### src/assert_macros.svh
// Shared assertion macros for the framer.
`ifndef ASSERT_MACROS_SVH
`define ASSERT_MACROS_SVH

// Checked only outside reset.
`define CRCFRM_ASSERT(lbl, prop, msg) \
  lbl: assert property (@(posedge clk) disable iff (!rst_n) prop) else $error(msg);

// Checked at every edge, reset included.
`define CRCFRM_ASSERT_ALWAYS(lbl, prop, msg) \
  lbl: assert property (@(posedge clk) prop) else $error(msg);

`endif

### src/crcfrm_pkg.sv
`default_nettype none

package crcfrm_pkg;

  localparam int MAX_PAYLOAD = 255;
  localparam int RES_DEPTH   = 5;
  localparam int CFG_DATA_W  = 16;

  localparam logic [7:0] CRC_POLY = 8'h07;
  localparam logic [7:0] PREAMBLE = 8'h00;

  typedef logic [0:0] cfg_idx_t;
  localparam cfg_idx_t CFG_OK_STATUS = 1'b0;
  localparam cfg_idx_t CFG_CAPACITY  = 1'b1;

  localparam logic [1:0] CMD_BEGIN   = 2'd0;
  localparam logic [1:0] CMD_PAYLOAD = 2'd1;
  localparam logic [1:0] CMD_RESP    = 2'd2;

  localparam logic [1:0] KIND_TX      = 2'd0;
  localparam logic [1:0] KIND_DATA    = 2'd1;
  localparam logic [1:0] KIND_VERDICT = 2'd2;

  localparam logic [1:0] V_OK     = 2'd0;
  localparam logic [1:0] V_CRC    = 2'd1;
  localparam logic [1:0] V_STATUS = 2'd2;
  localparam logic [1:0] V_NONE   = 2'd3;

  typedef struct packed {
    logic [7:0]  out_byte;
    logic [1:0]  out_kind;
    logic [1:0]  verdict;
    logic [7:0]  device_status;
    logic [15:0] data_count;
    logic        last;
  } res_t;

  localparam res_t RES_NONE = '{out_byte: 8'h00, out_kind: KIND_TX, verdict: V_NONE,
                                device_status: 8'h00, data_count: 16'h0000, last: 1'b0};

  // One byte of CRC-8, poly 0x07, MSB first.
  function automatic logic [7:0] crc8_step(input logic [7:0] c, input logic [7:0] b);
    logic [7:0] x;
    x = c ^ b;
    for (int i = 0; i < 8; i++) begin
      x = x[7] ? ({x[6:0], 1'b0} ^ CRC_POLY) : {x[6:0], 1'b0};
    end
    return x;
  endfunction

  function automatic res_t tx_res(input logic [7:0] b, input logic lst);
    res_t r;
    r = RES_NONE;
    r.out_byte = b;
    r.last = lst;
    return r;
  endfunction

  function automatic res_t data_res(input logic [7:0] b);
    res_t r;
    r = RES_NONE;
    r.out_byte = b;
    r.out_kind = KIND_DATA;
    return r;
  endfunction

  function automatic res_t verdict_res(input logic [1:0] v, input logic [7:0] st,
                                       input logic [15:0] cnt);
    res_t r;
    r = RES_NONE;
    r.out_kind = KIND_VERDICT;
    r.verdict = v;
    r.device_status = st;
    r.data_count = cnt;
    r.last = 1'b1;
    return r;
  endfunction

endpackage

`default_nettype wire

### src/crcfrm_in_if.sv
`default_nettype none

interface crcfrm_in_if;
  logic       valid;
  logic       ready;
  logic [1:0] command;
  logic [7:0] command_code;
  logic [7:0] payload_length;
  logic [7:0] in_byte;

  modport source (output valid, command, command_code, payload_length, in_byte,
                  input ready);
  modport sink (input valid, command, command_code, payload_length, in_byte,
                output ready);
endinterface

`default_nettype wire

### src/crcfrm_out_if.sv
`default_nettype none

interface crcfrm_out_if;
  logic        valid;
  logic        ready;
  logic [7:0]  out_byte;
  logic [1:0]  out_kind;
  logic [1:0]  verdict;
  logic [7:0]  device_status;
  logic [15:0] data_count;
  logic        last;

  modport source (output valid, out_byte, out_kind, verdict, device_status, data_count,
                  last, input ready);
  modport sink (input valid, out_byte, out_kind, verdict, device_status, data_count,
                last, output ready);
endinterface

`default_nettype wire

### src/crc8_command_response_framer.sv
// CRC-8 (poly 0x07, init 0) command framer and response checker. Each accepted
// word is decoded combinationally and its results (zero to five words) are
// loaded into a five-entry result buffer that drains one word per cycle while
// the output is ready; a new input word is taken once the buffer holds at most
// one word that is leaving in the same cycle. So response words and all but the
// last payload word run at one per cycle while the output is ready; the last
// payload word (with CRC) and a begin word (with header) hold the input until
// the buffer drains. Response data is passed on before the verdict; drop it
// when the verdict is not ok. The user must write registers via cfg_we/cfg_idx/
// cfg_wdata only while the block is idle, which the block does not enforce.
`default_nettype none

module crc8_command_response_framer (
  input  wire logic                             clk,
  input  wire logic                             rst_n,
  input  wire logic                             cfg_we,
  input  wire crcfrm_pkg::cfg_idx_t             cfg_idx,
  input  wire logic [crcfrm_pkg::CFG_DATA_W-1:0] cfg_wdata,
  crcfrm_in_if.sink                             in_ch,
  crcfrm_out_if.source                          out_ch
);
  import crcfrm_pkg::*;
  `include "assert_macros.svh"

  localparam logic [1:0] PH_IDLE    = 2'd0;
  localparam logic [1:0] PH_PAYLOAD = 2'd1;
  localparam logic [1:0] PH_BODY    = 2'd2;

  localparam int CNT_W = $clog2(RES_DEPTH + 1);

  // configuration
  logic [7:0]  ok_status_r;
  logic [15:0] capacity_r;

  // frame state
  logic [1:0]  phase_r, phase_nxt;
  logic [7:0]  crc_r, crc_nxt;
  logic [7:0]  payload_left_r, payload_left_nxt;
  logic [1:0]  hdr_idx_r, hdr_idx_nxt;
  logic [15:0] resp_len_r, resp_len_nxt;
  logic [15:0] bytes_left_r, bytes_left_nxt;
  logic [7:0]  held_status_r, held_status_nxt;
  logic [15:0] passed_r, passed_nxt;

  // result buffer, head at entry 0
  res_t             res_r [RES_DEPTH];
  res_t             new_res [RES_DEPTH];
  logic [CNT_W-1:0] cnt_r, new_cnt;

  logic        in_acc, out_pop;
  logic [7:0]  plen_c;
  logic [15:0] tot;
  logic [7:0]  crc_h, crc_l, crc_cmd, crc_in, crc_z;
  logic [1:0]  vd;

  assign out_pop     = out_ch.valid && out_ch.ready;
  assign in_ch.ready = (cnt_r == '0) || (cnt_r == CNT_W'(1) && out_ch.ready);
  assign in_acc      = in_ch.valid && in_ch.ready;

  assign plen_c = (16'(in_ch.payload_length) > 16'(MAX_PAYLOAD)) ? 8'(MAX_PAYLOAD)
                                                                  : in_ch.payload_length;
  assign tot     = {8'h00, plen_c} + 16'd1;
  assign crc_h   = crc8_step(8'h00, tot[15:8]);
  assign crc_l   = crc8_step(crc_h, tot[7:0]);
  assign crc_cmd = crc8_step(crc_l, in_ch.command_code);
  assign crc_in  = crc8_step(crc_r, in_ch.in_byte);
  assign crc_z   = crc8_step(8'h00, in_ch.in_byte);

  always_comb begin
    for (int i = 0; i < RES_DEPTH; i++) begin
      new_res[i] = RES_NONE;
    end
    new_cnt          = '0;
    phase_nxt        = phase_r;
    crc_nxt          = crc_r;
    payload_left_nxt = payload_left_r;
    hdr_idx_nxt      = hdr_idx_r;
    resp_len_nxt     = resp_len_r;
    bytes_left_nxt   = bytes_left_r;
    held_status_nxt  = held_status_r;
    passed_nxt       = passed_r;
    vd               = V_OK;
    case (in_ch.command)
      CMD_BEGIN: begin
        hdr_idx_nxt    = 2'd0;
        bytes_left_nxt = '0;
        resp_len_nxt   = '0;
        crc_nxt        = crc_cmd;
        new_res[0]     = tx_res(PREAMBLE, 1'b0);
        new_res[1]     = tx_res(tot[15:8], 1'b0);
        new_res[2]     = tx_res(tot[7:0], 1'b0);
        new_res[3]     = tx_res(in_ch.command_code, 1'b0);
        payload_left_nxt = plen_c;
        if (plen_c == 8'h00) begin
          new_res[4] = tx_res(crc_cmd, 1'b1);
          new_cnt    = CNT_W'(5);
          phase_nxt  = PH_IDLE;
        end else begin
          new_cnt   = CNT_W'(4);
          phase_nxt = PH_PAYLOAD;
        end
      end
      CMD_PAYLOAD: begin
        if (phase_r == PH_PAYLOAD) begin
          crc_nxt          = crc_in;
          new_res[0]       = tx_res(in_ch.in_byte, 1'b0);
          new_cnt          = CNT_W'(1);
          payload_left_nxt = payload_left_r - 8'd1;
          if (payload_left_r == 8'd1) begin
            new_res[1]  = tx_res(crc_in, 1'b1);
            new_cnt     = CNT_W'(2);
            phase_nxt   = PH_IDLE;
            hdr_idx_nxt = 2'd0;
          end
        end
      end
      CMD_RESP: begin
        if (phase_r == PH_IDLE) begin
          if (hdr_idx_r == 2'd0) begin
            crc_nxt         = crc_z;
            resp_len_nxt    = {in_ch.in_byte, 8'h00};
            passed_nxt      = '0;
            held_status_nxt = '0;
            hdr_idx_nxt     = 2'd1;
          end else if (hdr_idx_r == 2'd1) begin
            crc_nxt      = crc_in;
            resp_len_nxt = {resp_len_r[15:8], in_ch.in_byte};
            hdr_idx_nxt  = 2'd2;
          end else begin
            held_status_nxt = in_ch.in_byte;
            if (resp_len_r == '0) begin
              // status byte doubles as the CRC
              if (crc_r != in_ch.in_byte) begin
                vd = V_CRC;
              end else if (in_ch.in_byte != ok_status_r) begin
                vd = V_STATUS;
              end
              new_res[0]  = verdict_res(vd, in_ch.in_byte, passed_r);
              new_cnt     = CNT_W'(1);
              phase_nxt   = PH_IDLE;
              hdr_idx_nxt = 2'd0;
            end else begin
              crc_nxt        = crc_in;
              bytes_left_nxt = resp_len_r;
              phase_nxt      = PH_BODY;
              hdr_idx_nxt    = 2'd0;
            end
          end
        end else if (phase_r == PH_BODY) begin
          if (bytes_left_r > 16'd1) begin
            crc_nxt        = crc_in;
            bytes_left_nxt = bytes_left_r - 16'd1;
            if (passed_r < capacity_r) begin
              new_res[0] = data_res(in_ch.in_byte);
              new_cnt    = CNT_W'(1);
              passed_nxt = passed_r + 16'd1;
            end
          end else begin
            bytes_left_nxt = '0;
            if (crc_r != in_ch.in_byte) begin
              vd = V_CRC;
            end else if (held_status_r != ok_status_r) begin
              vd = V_STATUS;
            end
            new_res[0]  = verdict_res(vd, held_status_r, passed_r);
            new_cnt     = CNT_W'(1);
            phase_nxt   = PH_IDLE;
            hdr_idx_nxt = 2'd0;
          end
        end
      end
      default: begin
      end
    endcase
  end

  always_ff @(posedge clk) begin
    if (!rst_n) begin
      ok_status_r <= 8'h00;
      capacity_r  <= 16'hFFFF;
    end else if (cfg_we) begin
      case (cfg_idx)
        CFG_OK_STATUS: ok_status_r <= cfg_wdata[7:0];
        CFG_CAPACITY:  capacity_r  <= cfg_wdata[15:0];
        default: begin
        end
      endcase
    end
  end

  always_ff @(posedge clk) begin
    if (!rst_n) begin
      phase_r        <= PH_IDLE;
      crc_r          <= '0;
      payload_left_r <= '0;
      hdr_idx_r      <= '0;
      resp_len_r     <= '0;
      bytes_left_r   <= '0;
      held_status_r  <= '0;
      passed_r       <= '0;
    end else if (in_acc) begin
      phase_r        <= phase_nxt;
      crc_r          <= crc_nxt;
      payload_left_r <= payload_left_nxt;
      hdr_idx_r      <= hdr_idx_nxt;
      resp_len_r     <= resp_len_nxt;
      bytes_left_r   <= bytes_left_nxt;
      held_status_r  <= held_status_nxt;
      passed_r       <= passed_nxt;
    end
  end

  always_ff @(posedge clk) begin
    if (!rst_n) begin
      cnt_r <= '0;
    end else if (in_acc) begin
      cnt_r <= new_cnt;
    end else if (out_pop) begin
      cnt_r <= cnt_r - CNT_W'(1);
    end
  end

  always_ff @(posedge clk) begin
    if (in_acc) begin
      for (int i = 0; i < RES_DEPTH; i++) begin
        res_r[i] <= new_res[i];
      end
    end else if (out_pop) begin
      for (int i = 0; i < RES_DEPTH - 1; i++) begin
        res_r[i] <= res_r[i+1];
      end
    end
  end

  assign out_ch.valid         = (cnt_r != '0);
  assign out_ch.out_byte      = res_r[0].out_byte;
  assign out_ch.out_kind      = res_r[0].out_kind;
  assign out_ch.verdict       = res_r[0].verdict;
  assign out_ch.device_status = res_r[0].device_status;
  assign out_ch.data_count    = res_r[0].data_count;
  assign out_ch.last          = res_r[0].last;

  `CRCFRM_ASSERT(a_acc_buf_drained, in_acc |-> cnt_r <= CNT_W'(1), "word taken over pending results")
  `CRCFRM_ASSERT(a_body_left, phase_r == PH_BODY |-> bytes_left_r != '0, "body with no bytes left")
  `CRCFRM_ASSERT(a_payload_left, phase_r == PH_PAYLOAD |-> payload_left_r != '0, "payload phase with none left")
  `CRCFRM_ASSERT(a_last_kind, out_ch.valid && out_ch.last |-> out_ch.out_kind != KIND_DATA, "last on data word")
  `CRCFRM_ASSERT_ALWAYS(a_rst_empty, !rst_n |=> cnt_r == '0, "result buffer not empty after reset")

endmodule

`default_nettype wire
### src/flat_wrapper.sv
// flat-port wrapper written by rule: the top's interface ports become plain ports
module crc8_command_response_framer_flat import crcfrm_pkg::*;
  (clk, rst_n, cfg_we, cfg_idx, cfg_wdata, in_ch_valid, in_ch_command, in_ch_command_code, in_ch_payload_length, in_ch_in_byte, in_ch_ready, out_ch_valid, out_ch_out_byte, out_ch_out_kind, out_ch_verdict, out_ch_device_status, out_ch_data_count, out_ch_last, out_ch_ready);
  crcfrm_in_if in_ch_i ();
  crcfrm_out_if out_ch_i ();
  input  wire logic clk;
  input  wire logic rst_n;
  input  wire logic cfg_we;
  input  wire crcfrm_pkg::cfg_idx_t cfg_idx;
  input  wire logic [crcfrm_pkg::CFG_DATA_W-1:0] cfg_wdata;
  input wire logic [$bits(in_ch_i.valid)-1:0] in_ch_valid;
  input wire logic [$bits(in_ch_i.command)-1:0] in_ch_command;
  input wire logic [$bits(in_ch_i.command_code)-1:0] in_ch_command_code;
  input wire logic [$bits(in_ch_i.payload_length)-1:0] in_ch_payload_length;
  input wire logic [$bits(in_ch_i.in_byte)-1:0] in_ch_in_byte;
  output wire logic [$bits(in_ch_i.ready)-1:0] in_ch_ready;
  output wire logic [$bits(out_ch_i.valid)-1:0] out_ch_valid;
  output wire logic [$bits(out_ch_i.out_byte)-1:0] out_ch_out_byte;
  output wire logic [$bits(out_ch_i.out_kind)-1:0] out_ch_out_kind;
  output wire logic [$bits(out_ch_i.verdict)-1:0] out_ch_verdict;
  output wire logic [$bits(out_ch_i.device_status)-1:0] out_ch_device_status;
  output wire logic [$bits(out_ch_i.data_count)-1:0] out_ch_data_count;
  output wire logic [$bits(out_ch_i.last)-1:0] out_ch_last;
  input wire logic [$bits(out_ch_i.ready)-1:0] out_ch_ready;
  assign in_ch_i.valid = in_ch_valid;
  assign in_ch_i.command = in_ch_command;
  assign in_ch_i.command_code = in_ch_command_code;
  assign in_ch_i.payload_length = in_ch_payload_length;
  assign in_ch_i.in_byte = in_ch_in_byte;
  assign in_ch_ready = in_ch_i.ready;
  assign out_ch_valid = out_ch_i.valid;
  assign out_ch_out_byte = out_ch_i.out_byte;
  assign out_ch_out_kind = out_ch_i.out_kind;
  assign out_ch_verdict = out_ch_i.verdict;
  assign out_ch_device_status = out_ch_i.device_status;
  assign out_ch_data_count = out_ch_i.data_count;
  assign out_ch_last = out_ch_i.last;
  assign out_ch_i.ready = out_ch_ready;
  crc8_command_response_framer u_core (.clk(clk), .rst_n(rst_n), .cfg_we(cfg_we), .cfg_idx(cfg_idx), .cfg_wdata(cfg_wdata), .in_ch(in_ch_i), .out_ch(out_ch_i));
endmodule
### config.mk
export PLATFORM = sky130hd
export DESIGN_NAME = crc8_command_response_framer_flat
export DESIGN_NICKNAME = d
export VERILOG_FILES = /design/src/crcfrm_pkg.sv /design/src/crcfrm_in_if.sv /design/src/crcfrm_out_if.sv /design/src/crc8_command_response_framer.sv /design/src/flat_wrapper.sv
export VERILOG_INCLUDE_DIRS = /design/src /design/src/src
export SDC_FILE = /design/constraint.sdc
export NUM_CORES = 1
export LEC_CHECK = 0
export CORE_ASPECT_RATIO = 0.5
export CORE_MARGIN = 4
export CORE_UTILIZATION = 35
export DETAILED_ROUTE_END_ITERATION = 6
export DONT_BUFFER_PORTS = 1
export HOLD_SLACK_MARGIN = 0.05
export MAX_ROUTING_LAYER = met4
export PLACE_DENSITY = 0.62
export REMOVE_ABC_BUFFERS = 1
export SLEW_MARGIN = 20
export SYNTH_ARGS = -nofsm -noshare
export SYNTH_HDL_FRONTEND = slang
export SYNTH_SLANG_ARGS = --single-unit
### constraint.sdc
create_clock -name clk -period 3 [get_ports clk]
set_clock_uncertainty 0.15 [all_clocks]
set_input_delay 0.45 -clock clk [delete_from_list [all_inputs] [get_ports clk]]
set_output_delay 0.45 -clock clk [all_outputs]
set_load 0.02 [all_outputs]
==> out/summary.txt, run 1 <==
Clk sinks: 176
Final min period: 2.827 ns
Top FF cell, synth: dfxtp_1
Initial core utilization: 35.84%
Cell area after synthesis: 10,030 um^2
Avg Cell Area, Syn: 9.174 um^2
Post-Place Cell Area: 10,280 um^2
Total power: 7783 uW
Crit path launch type: flip-flop
Area grow syn2layout: 10.64%
RD Place Congestion: 0.8752
GRT Util Overall: 17.08%
P_leak: 0.004232 uW
Largest net degree at the start of global routing: 91
Post-Route Utilization: 39.66%
Gr ovfl total: 0
CP Capture Type: flip-flop
Drt drc: 0
Finished Layout Cells: 1,471
Total CTS buffers: 17
Die Ht: 127.7 um
Outcome: finished, final reports clean
R2r setup slk: 0.17 ns
Initial antenna violation count: 0
Seq/Total Area, Yosys: 42.43%
Number of synthesized register bits: 176
Setup TNS: 0 ns
Netlist cell types: 68
Commonest non-fill, non-tap cell in the layout: nand2_1
Clock root buffer: clkbuf_16
Mapped Cells: 1,093
Ant. Diodes: 0
Clock latency on the worst-skew pair: 0.44 ns
Post-route cell area: 11,090 um^2
Yosys warnings: 0
Clock Path Buffers: 2
H-tree depth: 4
Detail Route Antenna Nets: 0
Cell Pwr Density: 701.5 nW/um^2
CP Max Fanout: 33
Vias post-DR: 7,873
Max-cap violations: 0
FP Rows: 43
Inst Count DP: 1,414
DP HPWL: 18,150 um
WS Path Type: reg2reg
Final WL: 26,210 um
CTS Hold Bufs: 25
Final period util: 94.22%
# resized after CTS: 0
Final Setup Violations: 0
Die ar.: 31,590 um^2
Max_slew headroom: 37.22%
CTS tree: yes
Pins Over Slew Limit: 0
Share of cells above drive strength 1: 8.448%
Hold Fails Final Rpt: 0
Port bufs: 0
Clk slew on worst S/H paths: 0.07 ns
Post-synth EDFFs: 73
RSZ-0062 raised after global routing: false
Vias in the first global route: 7,450
Die W: 247.4 um
Required time worst endpoint: 3.18 ns
Arr. time, crit path: 3.01 ns
Core Area: 27,980 um^2
I/O pin total: 87
Tightest Pin Transition: 0.9398 ns
DRT Pass-1 Iters: 7
Wirelength per Cell: 17.82 um
Most frequent cells in the layout: nand2_1, dfxtp_1, edfxtp_1
Nets: 1,156
Maximum VDD drop: 0.0004647 V
Iteration-0 DRC Markers: 634
First-pass GRT wire length: 41,280 um
Setup Fix Bufs, Post-CTS: 0
Hold/Removal Path Class: in2reg
Async set-reset flop share out of synthesis: 0%
Max Clk Rate: 353.8 MHz
Via-to-Cell Ratio: 5.352
kinds of logic (layout without fill, tap and decap cells):
kind of cell    Yosys count  count (layout)  synth area share (%)
fa+ha+maj                32              32                 3.993
mux                      15              15                 1.510
flops                   176             176                 42.43
xor+xnor                 99              99                 9.883
buf+inv                 141             137                 6.713
compound gates          240             240                 16.02
simple gates            390             390                 19.45
where the power goes:
part	switching, uW	total (uW)	internal (uW)
combinational	1270	2000	731
clock	1010	2120	1120
sequential	479	3650	3180
through the flow:
step           hold slack, ns  setup WS (ns)
2_1_floorplan          0.2933        -0.2710
5_1_grt               0.05721       0.009678
3_3_place_gp           0.3132         0.2411
6_report              0.06598         0.1734
4_1_cts               0.05286         0.1640
3_5_place_dp           0.3132         0.1270
cells in the mapped netlist (all sizes together) (2+ instances only):
library cell	instances	area, um^2
a211oi	3	22.52
a21boi	28	210.2
a21o	9	67.56
a21oi	58	290.3
a22o	8	70.07
a22oi	25	187.7
a31oi	3	18.77
and2	34	214.0
and3	4	25.02
and4	4	41.29
buf	44	309.0
clkbuf	54	202.7
dfxtp	103	2062
edfxtp	73	2192
ha	32	400.4
inv	43	161.4
mux2i	14	140.1
nand2	124	465.5
nand2b	6	37.54
nand3	56	280.3
nand4	11	68.82
nor2	55	206.5
nor2b	26	162.7
nor3	23	115.1
nor4	14	100.1
o211a	2	20.02
o211ai	24	185.2
o21a	3	22.52
o21ai	41	205.2
o221a	2	22.52
o221ai	5	43.79
o22ai	4	25.02
o311a	2	21.27
o31ai	17	132.6
or2	5	31.28
or3	12	75.07
or4	11	82.58
xnor2	51	461.7
xnor3	5	115.1
xor2	41	366.6
xor3	2	47.55
metal layers:
layer / GRT usage, % / routed length [um] / vias to the layer above
met5: - / 0 / -
met4: 6.196 / 646 / 0
met3: 2.780 / 1286 / 43
met2: 26.76 / 12270 / 221
met1: 22.50 / 12010 / 3796
li1: - / - / 3813
worst max-delay path, cell delays in order, from the launching register on:
cell and delay [ns]:
dfxtp_1 0.34, ha_1 0.32, a21o_1 0.16, a21o_1 0.16
a21oi_1 0.17, o211ai_1 0.11, a21o_1 0.25, o21a_1 0.24
buf_12 0.18, o31ai_2 0.29, buf_4 0.26, a21oi_1 0.07
final cells by class:
type	count	area [um^2]
inverters	43	161.4
multi-input cells	776	5100
clock buffers	21	461.7
flip-flops and latches	176	4254
repair buffers	62	558.0
clock inverters	11	81.33
well taps	382	478.0
fillers	2713	16880
path summary, 6_finish.rpt:
check                                        from                                  to  cells past startpoint
setup reg to reg  u_core.passed_r[5]$_SDFFE_PN0P_    u_core.passed_r[13]$_SDFFE_PN0P_                     11
hold reg to reg      u_core.crc_r[5]$_SDFFE_PN0P_        u_core.crc_r[5]$_SDFFE_PN0P_                      2
setup / recovery  u_core.passed_r[5]$_SDFFE_PN0P_    u_core.passed_r[13]$_SDFFE_PN0P_                     11
hold / removal                       cfg_wdata[3]  u_core.ok_status_r[3]$_SDFFE_PN0P_                      2
flip-flops by register name, summed over array words and instances, names as in the netlist:
| name | flops |
|---|---|
| u_core.phase_r | 2 |
| u_core.payload_left_r | 8 |
| u_core.held_status_r | 8 |
| u_core.passed_r | 16 |
| u_core.ok_status_r | 8 |
| u_core.hdr_idx_r | 2 |
| u_core.bytes_left_r | 16 |
| u_core.resp_len_r | 16 |
| u_core.cnt_r | 3 |
| u_core.capacity_r | 16 |
| u_core.crc_r | 8 |
| u_core.res_r | 73 |
Power figures use the tool's default switching activity.
==> run 2, diff against run 1 <==
Settings changed: PLACE_DENSITY 0.62 to 0.54.
==> out/summary.txt, run 2 (synthesis results as in run 1) <==
H-tree depth: 4
Slowest CP cell: or4_1
Worst stage delay on the critical path: 0.50 ns
Share of cells above drive strength 1: 8.158%
WS Path Type: reg2reg
Top delay family on crit path: compound AO/OA/AOI/OAI gates
Int Pwr: 5176 uW
Clock power frac: 28.3%
Hold/Removal Path Class: in2reg
Clock latency on the worst-skew pair: 0.44 ns
Required time worst endpoint: 3.22 ns
CP Capture Type: flip-flop
Clock Path Buffers: 2
Combinational power share: 25.8%
Clk slew on worst S/H paths: 0.07 ns
Sequential Power Share: 45.9%
Core Area: 27,980 um^2
Final min period: 2.792 ns
Post-Route Utilization: 39.92%
Bufs and invs on worst path: 1
R2r setup slk: 0.21 ns
Reg-to-Reg End: u_core.passed_r[11]$_SDFFE_PN0P_
First-pass GRT wire length: 43,630 um
Arr. time, crit path: 3.01 ns
Largest net degree at the start of global routing: 88
Pins Over Slew Limit: 0
Max_slew headroom: 40.49%
Gr ovfl total: 0
Total CTS buffers: 17
Die ar.: 31,590 um^2
CTS tree: yes
DP HPWL: 19,350 um
Commonest non-fill, non-tap cell in the layout: nand2_1
DRT Pass-1 Iters: 5
Most frequent cells in the layout: nand2_1, dfxtp_1, edfxtp_1
Iteration-0 DRC Markers: 641
Final WL: 27,750 um
P_leak: 0.004258 uW
Max-cap violations: 0
Sw Share: 34.93%
Tightest Pin Transition: 0.8908 ns
I/O pin total: 87
Area grow syn2layout: 11.39%
Outcome: finished, final reports clean
Maximum VDD drop: 0.0003492 V
RSZ-0062 raised after global routing: false
Nets: 1,158
Via-to-Cell Ratio: 5.330
Hold WS: 0.07901 ns
Final period util: 93.07%
Initial core utilization: 35.84%
Crit path launch type: flip-flop
Die Ht: 127.7 um
CP cell instances: ha_1, a21o_1, a21o_1, a21oi_1, o211ai_1, a21o_1, o21a_1, buf_12, or4_1, a21oi_1
# resized after CTS: 0
R2r startpoint: u_core.passed_r[5]$_SDFFE_PN0P_
Fillers: 2,766
Initial antenna violation count: 0
RD Place Congestion: 0.8448
Wirelength per Cell: 18.84 um
CP Max Fanout: 33
Final Setup Violations: 0
Hold Fails Final Rpt: 0
Top cell by count, worst path: a21o_1
Die W: 247.4 um
Max Clk Rate: 358.1 MHz
Detail Route Antenna Nets: 0
Setup Fix Bufs, Post-CTS: 0
Ant. Diodes: 0
Port bufs: 0
Critical Path Start: u_core.passed_r[5]$_SDFFE_PN0P_
Vias post-DR: 7,851
CP Depth: 10
Worst R2R Path Depth: 10
Cell Pwr Density: 712.2 nW/um^2
GRT Util Overall: 18.32%
FP Rows: 43
Clk sinks: 176
Most flops, register: u_core.res_r
Number of flip-flops in the largest register: 73
Vias in the first global route: 7,461
Clock root buffer: clkbuf_16
Critical path endpoint: u_core.passed_r[11]$_SDFFE_PN0P_
Drt drc: 0
Psw: 2779 uW
[run 2: layout make-up]
| cell class | instances | area, um^2 | share of cell area [%] |
|---|---|---|---|
| repair buffers | 64 | 595.6 | 5.332 |
| clock inverters | 12 | 133.9 | 1.199 |
| flip-flops and latches | 176 | 4254 | 38.09 |
| inverters | 43 | 161.4 | 1.445 |
| clock buffers | 20 | 446.7 | 3.999 |
| well taps | 382 | 478.0 | 4.279 |
| multi-input cells | 776 | 5100 | 45.66 |
[run 2: worst min-delay path by stage]
stage	start	end	slack, ns	depth (start not counted)
final	in_ch_command_code[1]	u_core.res_r[0][141]$_DFFE_PP_	0.08	2
after floorplan	u_core.crc_r[2]$_SDFFE_PN0P_	u_core.crc_r[2]$_SDFFE_PN0P_	0.29	2
after CTS	in_ch_in_byte[4]	u_core.res_r[0][33]$_DFFE_PP_	0.05	1
after global placement	u_core.crc_r[4]$_SDFFE_PN0P_	u_core.crc_r[4]$_SDFFE_PN0P_	0.31	2
after global routing	in_ch_in_byte[4]	u_core.res_r[0][33]$_DFFE_PP_	0.05	1
after detailed placement	u_core.crc_r[5]$_SDFFE_PN0P_	u_core.crc_r[5]$_SDFFE_PN0P_	0.32	2
[run 2: repair_timing]
action	4_1_cts	5_1_grt
setup endpoints to repair	0	0
hold endpoints to repair	95	0
hold buffers	29	0
[run 2: layer usage]
| layer | vias up | part of all wire, % | global-route usage, % |
|---|---|---|---|
| li1 | 3813 | - | - |
| met1 | 3817 | 48 | 24.62 |
| met2 | 198 | 46 | 28.43 |
| met3 | 23 | 5.0 | 3.553 |
| met4 | 0 | 1.6 | 5.136 |
| met5 | - | 0 | - |
[run 2: through the flow]
stage | worst slack [ns] | total power, uW | cell area, um^2 | std cells | setup TNS [ns]
after floorplan | -0.2710 | 4964 | 9515 | 995 | -2.337
after global placement | 0.2421 | 5662 | 10280 | 1412 | 0
after detailed placement | 0.1096 | 5697 | 10280 | 1412 | 0
after CTS | 0.1951 | 8018 | 11170 | 1473 | 0
after global routing | 0.02213 | 8362 | 11170 | 1473 | 0
final | 0.2079 | 7955 | 11170 | 1473 | 0
[run 2: power by group through the flow]
stage	clock, uW	sequential (uW)	combinational (uW)
after CTS	2300	3670	2050
final	2250	3650	2050
after floorplan	0	3620	1350
after global placement	0	3720	1950
after detailed placement	0	3720	1970
after global routing	2410	3700	2250
==> run 3, diff against run 2 <==
Settings changed: ABC_AREA set to 1.
==> out/summary.txt, run 3 <==
Outcome: finished, final reports clean
Core Area: 28,300 um^2
Iteration-0 DRC Markers: 775
Synth top area share: 21.35%
Vias post-DR: 8,712
Number of synthesized register bits: 176
Sequential Power Share: 45.3%
Arr. time, crit path: 2.91 ns
Biggest area consumer among synthesized cells: edfxtp_1
Most frequent cells in the layout: nand2_1, inv_1, nor2_1
Reg area: 4254 um^2
Final Setup Violations: 0
Hold WS: 0.07664 ns
Final WL: 29,430 um
Clock Path Buffers: 2
Post-Synth XOR/XNOR Area: 8.190%
Final min period: 2.681 ns
Final period util: 89.37%
WS Path Type: reg2reg
Worst stage delay on the critical path: 0.34 ns
Area grow syn2layout: 11.38%
Cell area after synthesis: 10,270 um^2
Max_slew headroom: 40.28%
Gr ovfl total: 0
Mapped Cells: 1,301
Wirelength per Cell: 17.35 um
Clock root buffer: clkbuf_16
CP cell instances: inv_1, ha_1, nand2_1, nor3_2, nand2_1, a21oi_1, inv_1, nand3_1, nand2_1, nand2_2, o21ai_4, buf_4, nor3b_1
RD Place Congestion: 0.8973
Vias in the first global route: 8,388
Share of cells above drive strength 1: 8.904%
Clk slew on worst S/H paths: 0.07 ns
Detail Route Antenna Nets: 0
Count leader, synth: nand2_1
Post-Synth Adder-Cell Area: 3.900%
Clock latency on the worst-skew pair: 0.45 ns
Seq/Total Area, Yosys: 41.44%
Synth Area in Compound Gates: 14.26%
Maximum VDD drop: 0.0004403 V
Leading cell types by count after synthesis: nand2_1, inv_1, nor2_1, dfxtp_1, a21oi_1
DP HPWL: 21,200 um
Synth top area cells: edfxtp_1, dfxtp_1, nand2_1
Mux share of post-synthesis cell area: 0%
H-tree depth: 4
Max-cap violations: 0
Fillers: 2,870
Int Pwr: 5253 uW
Die ar.: 32,300 um^2
I/O pin total: 87
Crit path launch type: flip-flop
Async set-reset flop share out of synthesis: 0%
P_leak: 0.004641 uW
Initial core utilization: 36.28%
Hold Fails Final Rpt: 0
CP Capture Type: flip-flop
Top cell by count, worst path: nand2_1
Required time worst endpoint: 3.22 ns
Netlist cell types: 52
GRT Util Overall: 18.97%
Area taken by multi-input logic gates: 5019 um^2
RSZ-0062 raised after global routing: false
Yosys warnings: 0
Slowest CP cell: dfxtp_1
Clk sinks: 176
Initial antenna violation count: 0
Drt drc: 0
Total power: 8548 uW
Top FF cell, synth: dfxtp_1
Die Ht: 129.1 um
FP Rows: 43
Avg Cell Area, Syn: 7.891 um^2
Die W: 250.2 um
Tightest Pin Transition: 0.8949 ns
Post-Synth Simple-Gate Area: 22.33%
Hold/Removal Path Class: in2reg
Via-to-Cell Ratio: 5.137
CTS tree: yes
Psw: 3295 uW
Ant. Diodes: 0
Most flops, register: u_core.res_r
Port bufs: 0
Cell Pwr Density: 747.5 nW/um^2
Largest net degree at the start of global routing: 57
Number of flip-flops in the largest register: 73
Sw Share: 38.54%
DRT Pass-1 Iters: 5
First-pass GRT wire length: 46,840 um
Post-synth EDFFs: 73
CP Max Fanout: 15
Commonest non-fill, non-tap cell in the layout: nand2_1
Clock power frac: 26.2%
Total CTS buffers: 17
Combinational power share: 28.5%
Max Clk Rate: 373.0 MHz
Pins Over Slew Limit: 0
Largest family of logic cells by synthesized area: simple AND/OR/NAND/NOR gates
Nets: 1,381
-- run 3: cell count changes after synthesis, sizes merged, moves of 25 or more --
cell | previous run | this run
nand2 | 124 | 290
inv | 43 | 136
nor2 | 55 | 127
o21ai | 41 | 75
and2 | 34 | 1
a21oi | 58 | 88
a21boi | 28 | 0
nor2b | 26 | 0
a22oi | 25 | 0
clkbuf | 54 | 29
-- run 3: cell families after synthesis --
kind of cell	count (synthesis)
buffers and inverters	224
and+or+nand+nor	532
xor gates and xnor gates	87
DFF	176
AOI/OAI and AO/OA	250
adders and majority gates	32
-- run 3: worst max-delay path, delay by kind of cell, from the launching register on --
kind                     cells  cell delay, ns
AND/OR/NAND/NOR              7            1.19
adder cells (fa/ha/maj)      1            0.18
flip-flops                   1            0.34
buffers and inverters        3            0.38
AO/OA/AOI/OAI                2            0.34
-- run 3: stage by stage --
| stage | TNS, ns | utilization (%) | area (um^2) | setup WS (ns) | instances |
|---|---|---|---|---|---|
| after floorplan | -231.48 | - | 9781 | -3.577 | 1218 |
| after global placement | 0 | 37.19 | 10530 | 0.1677 | 1632 |
| after detailed placement | 0 | 37.19 | 10530 | 0.1512 | 1632 |
| after CTS | 0 | 40.26 | 11390 | 0.1496 | 1692 |
| after global routing | 0 | 40.41 | 11430 | 0.04313 | 1696 |
| final | 0 | 40.41 | 11430 | 0.3188 | 1696 |
-- run 3: routing by layer --
layer | share of wire [%] | vias to the layer above | track usage (%)
li1 | - | 4297 | -
met1 | 48 | 4145 | 25.01
met2 | 44 | 237 | 29.36
met3 | 6.0 | 33 | 4.633
met4 | 1.8 | 0 | 5.344
met5 | 0 | - | -
-- run 3: timing repair --
item                                   in CTS  in global routing
hold buffers                               28                  2
setup buffers                               0                  2
endpoints found under the hold margin      59                  2
gates resized for setup                     0                  2
setup endpoints to repair                   0                  6
-- run 3: cell type report --
cell class | instances | area share (%)
Clock buffer | 18 | 3.753
Clock inverter | 14 | 1.291
Timing Repair Buffer | 64 | 5.055
Multi-Input combinational cell | 901 | 43.89
Tap cell | 382 | 4.180
Sequential cell | 176 | 37.20
Inverter | 141 | 4.629
-- run 3: final timing paths --
| check | start | to | slack (ns) | depth (start not counted) |
|---|---|---|---|---|
| setup / recovery | u_core.bytes_left_r[0]$_SDFFE_PN0P_ | u_core.passed_r[2]$_SDFFE_PN0P_ | 0.32 | 13 |
| hold / removal | in_ch_payload_length[6] | u_core.payload_left_r[6]$_SDFFE_PN0P_ | 0.08 | 2 |
| setup reg to reg | u_core.bytes_left_r[0]$_SDFFE_PN0P_ | u_core.passed_r[2]$_SDFFE_PN0P_ | 0.32 | 13 |
| hold reg to reg | u_core.bytes_left_r[1]$_SDFFE_PN0P_ | u_core.bytes_left_r[1]$_SDFFE_PN0P_ | 0.34 | 2 |
-- run 3: power groups by stage --
stage / clock network (uW) / registers, uW / logic [uW]
4_1_cts: 2290 / 3890 / 2410
2_1_floorplan: 0 / 3810 / 1790
3_5_place_dp: 0 / 3940 / 2350
3_3_place_gp: 0 / 3930 / 2310
6_report: 2240 / 3870 / 2430
5_1_grt: 2390 / 3940 / 2700
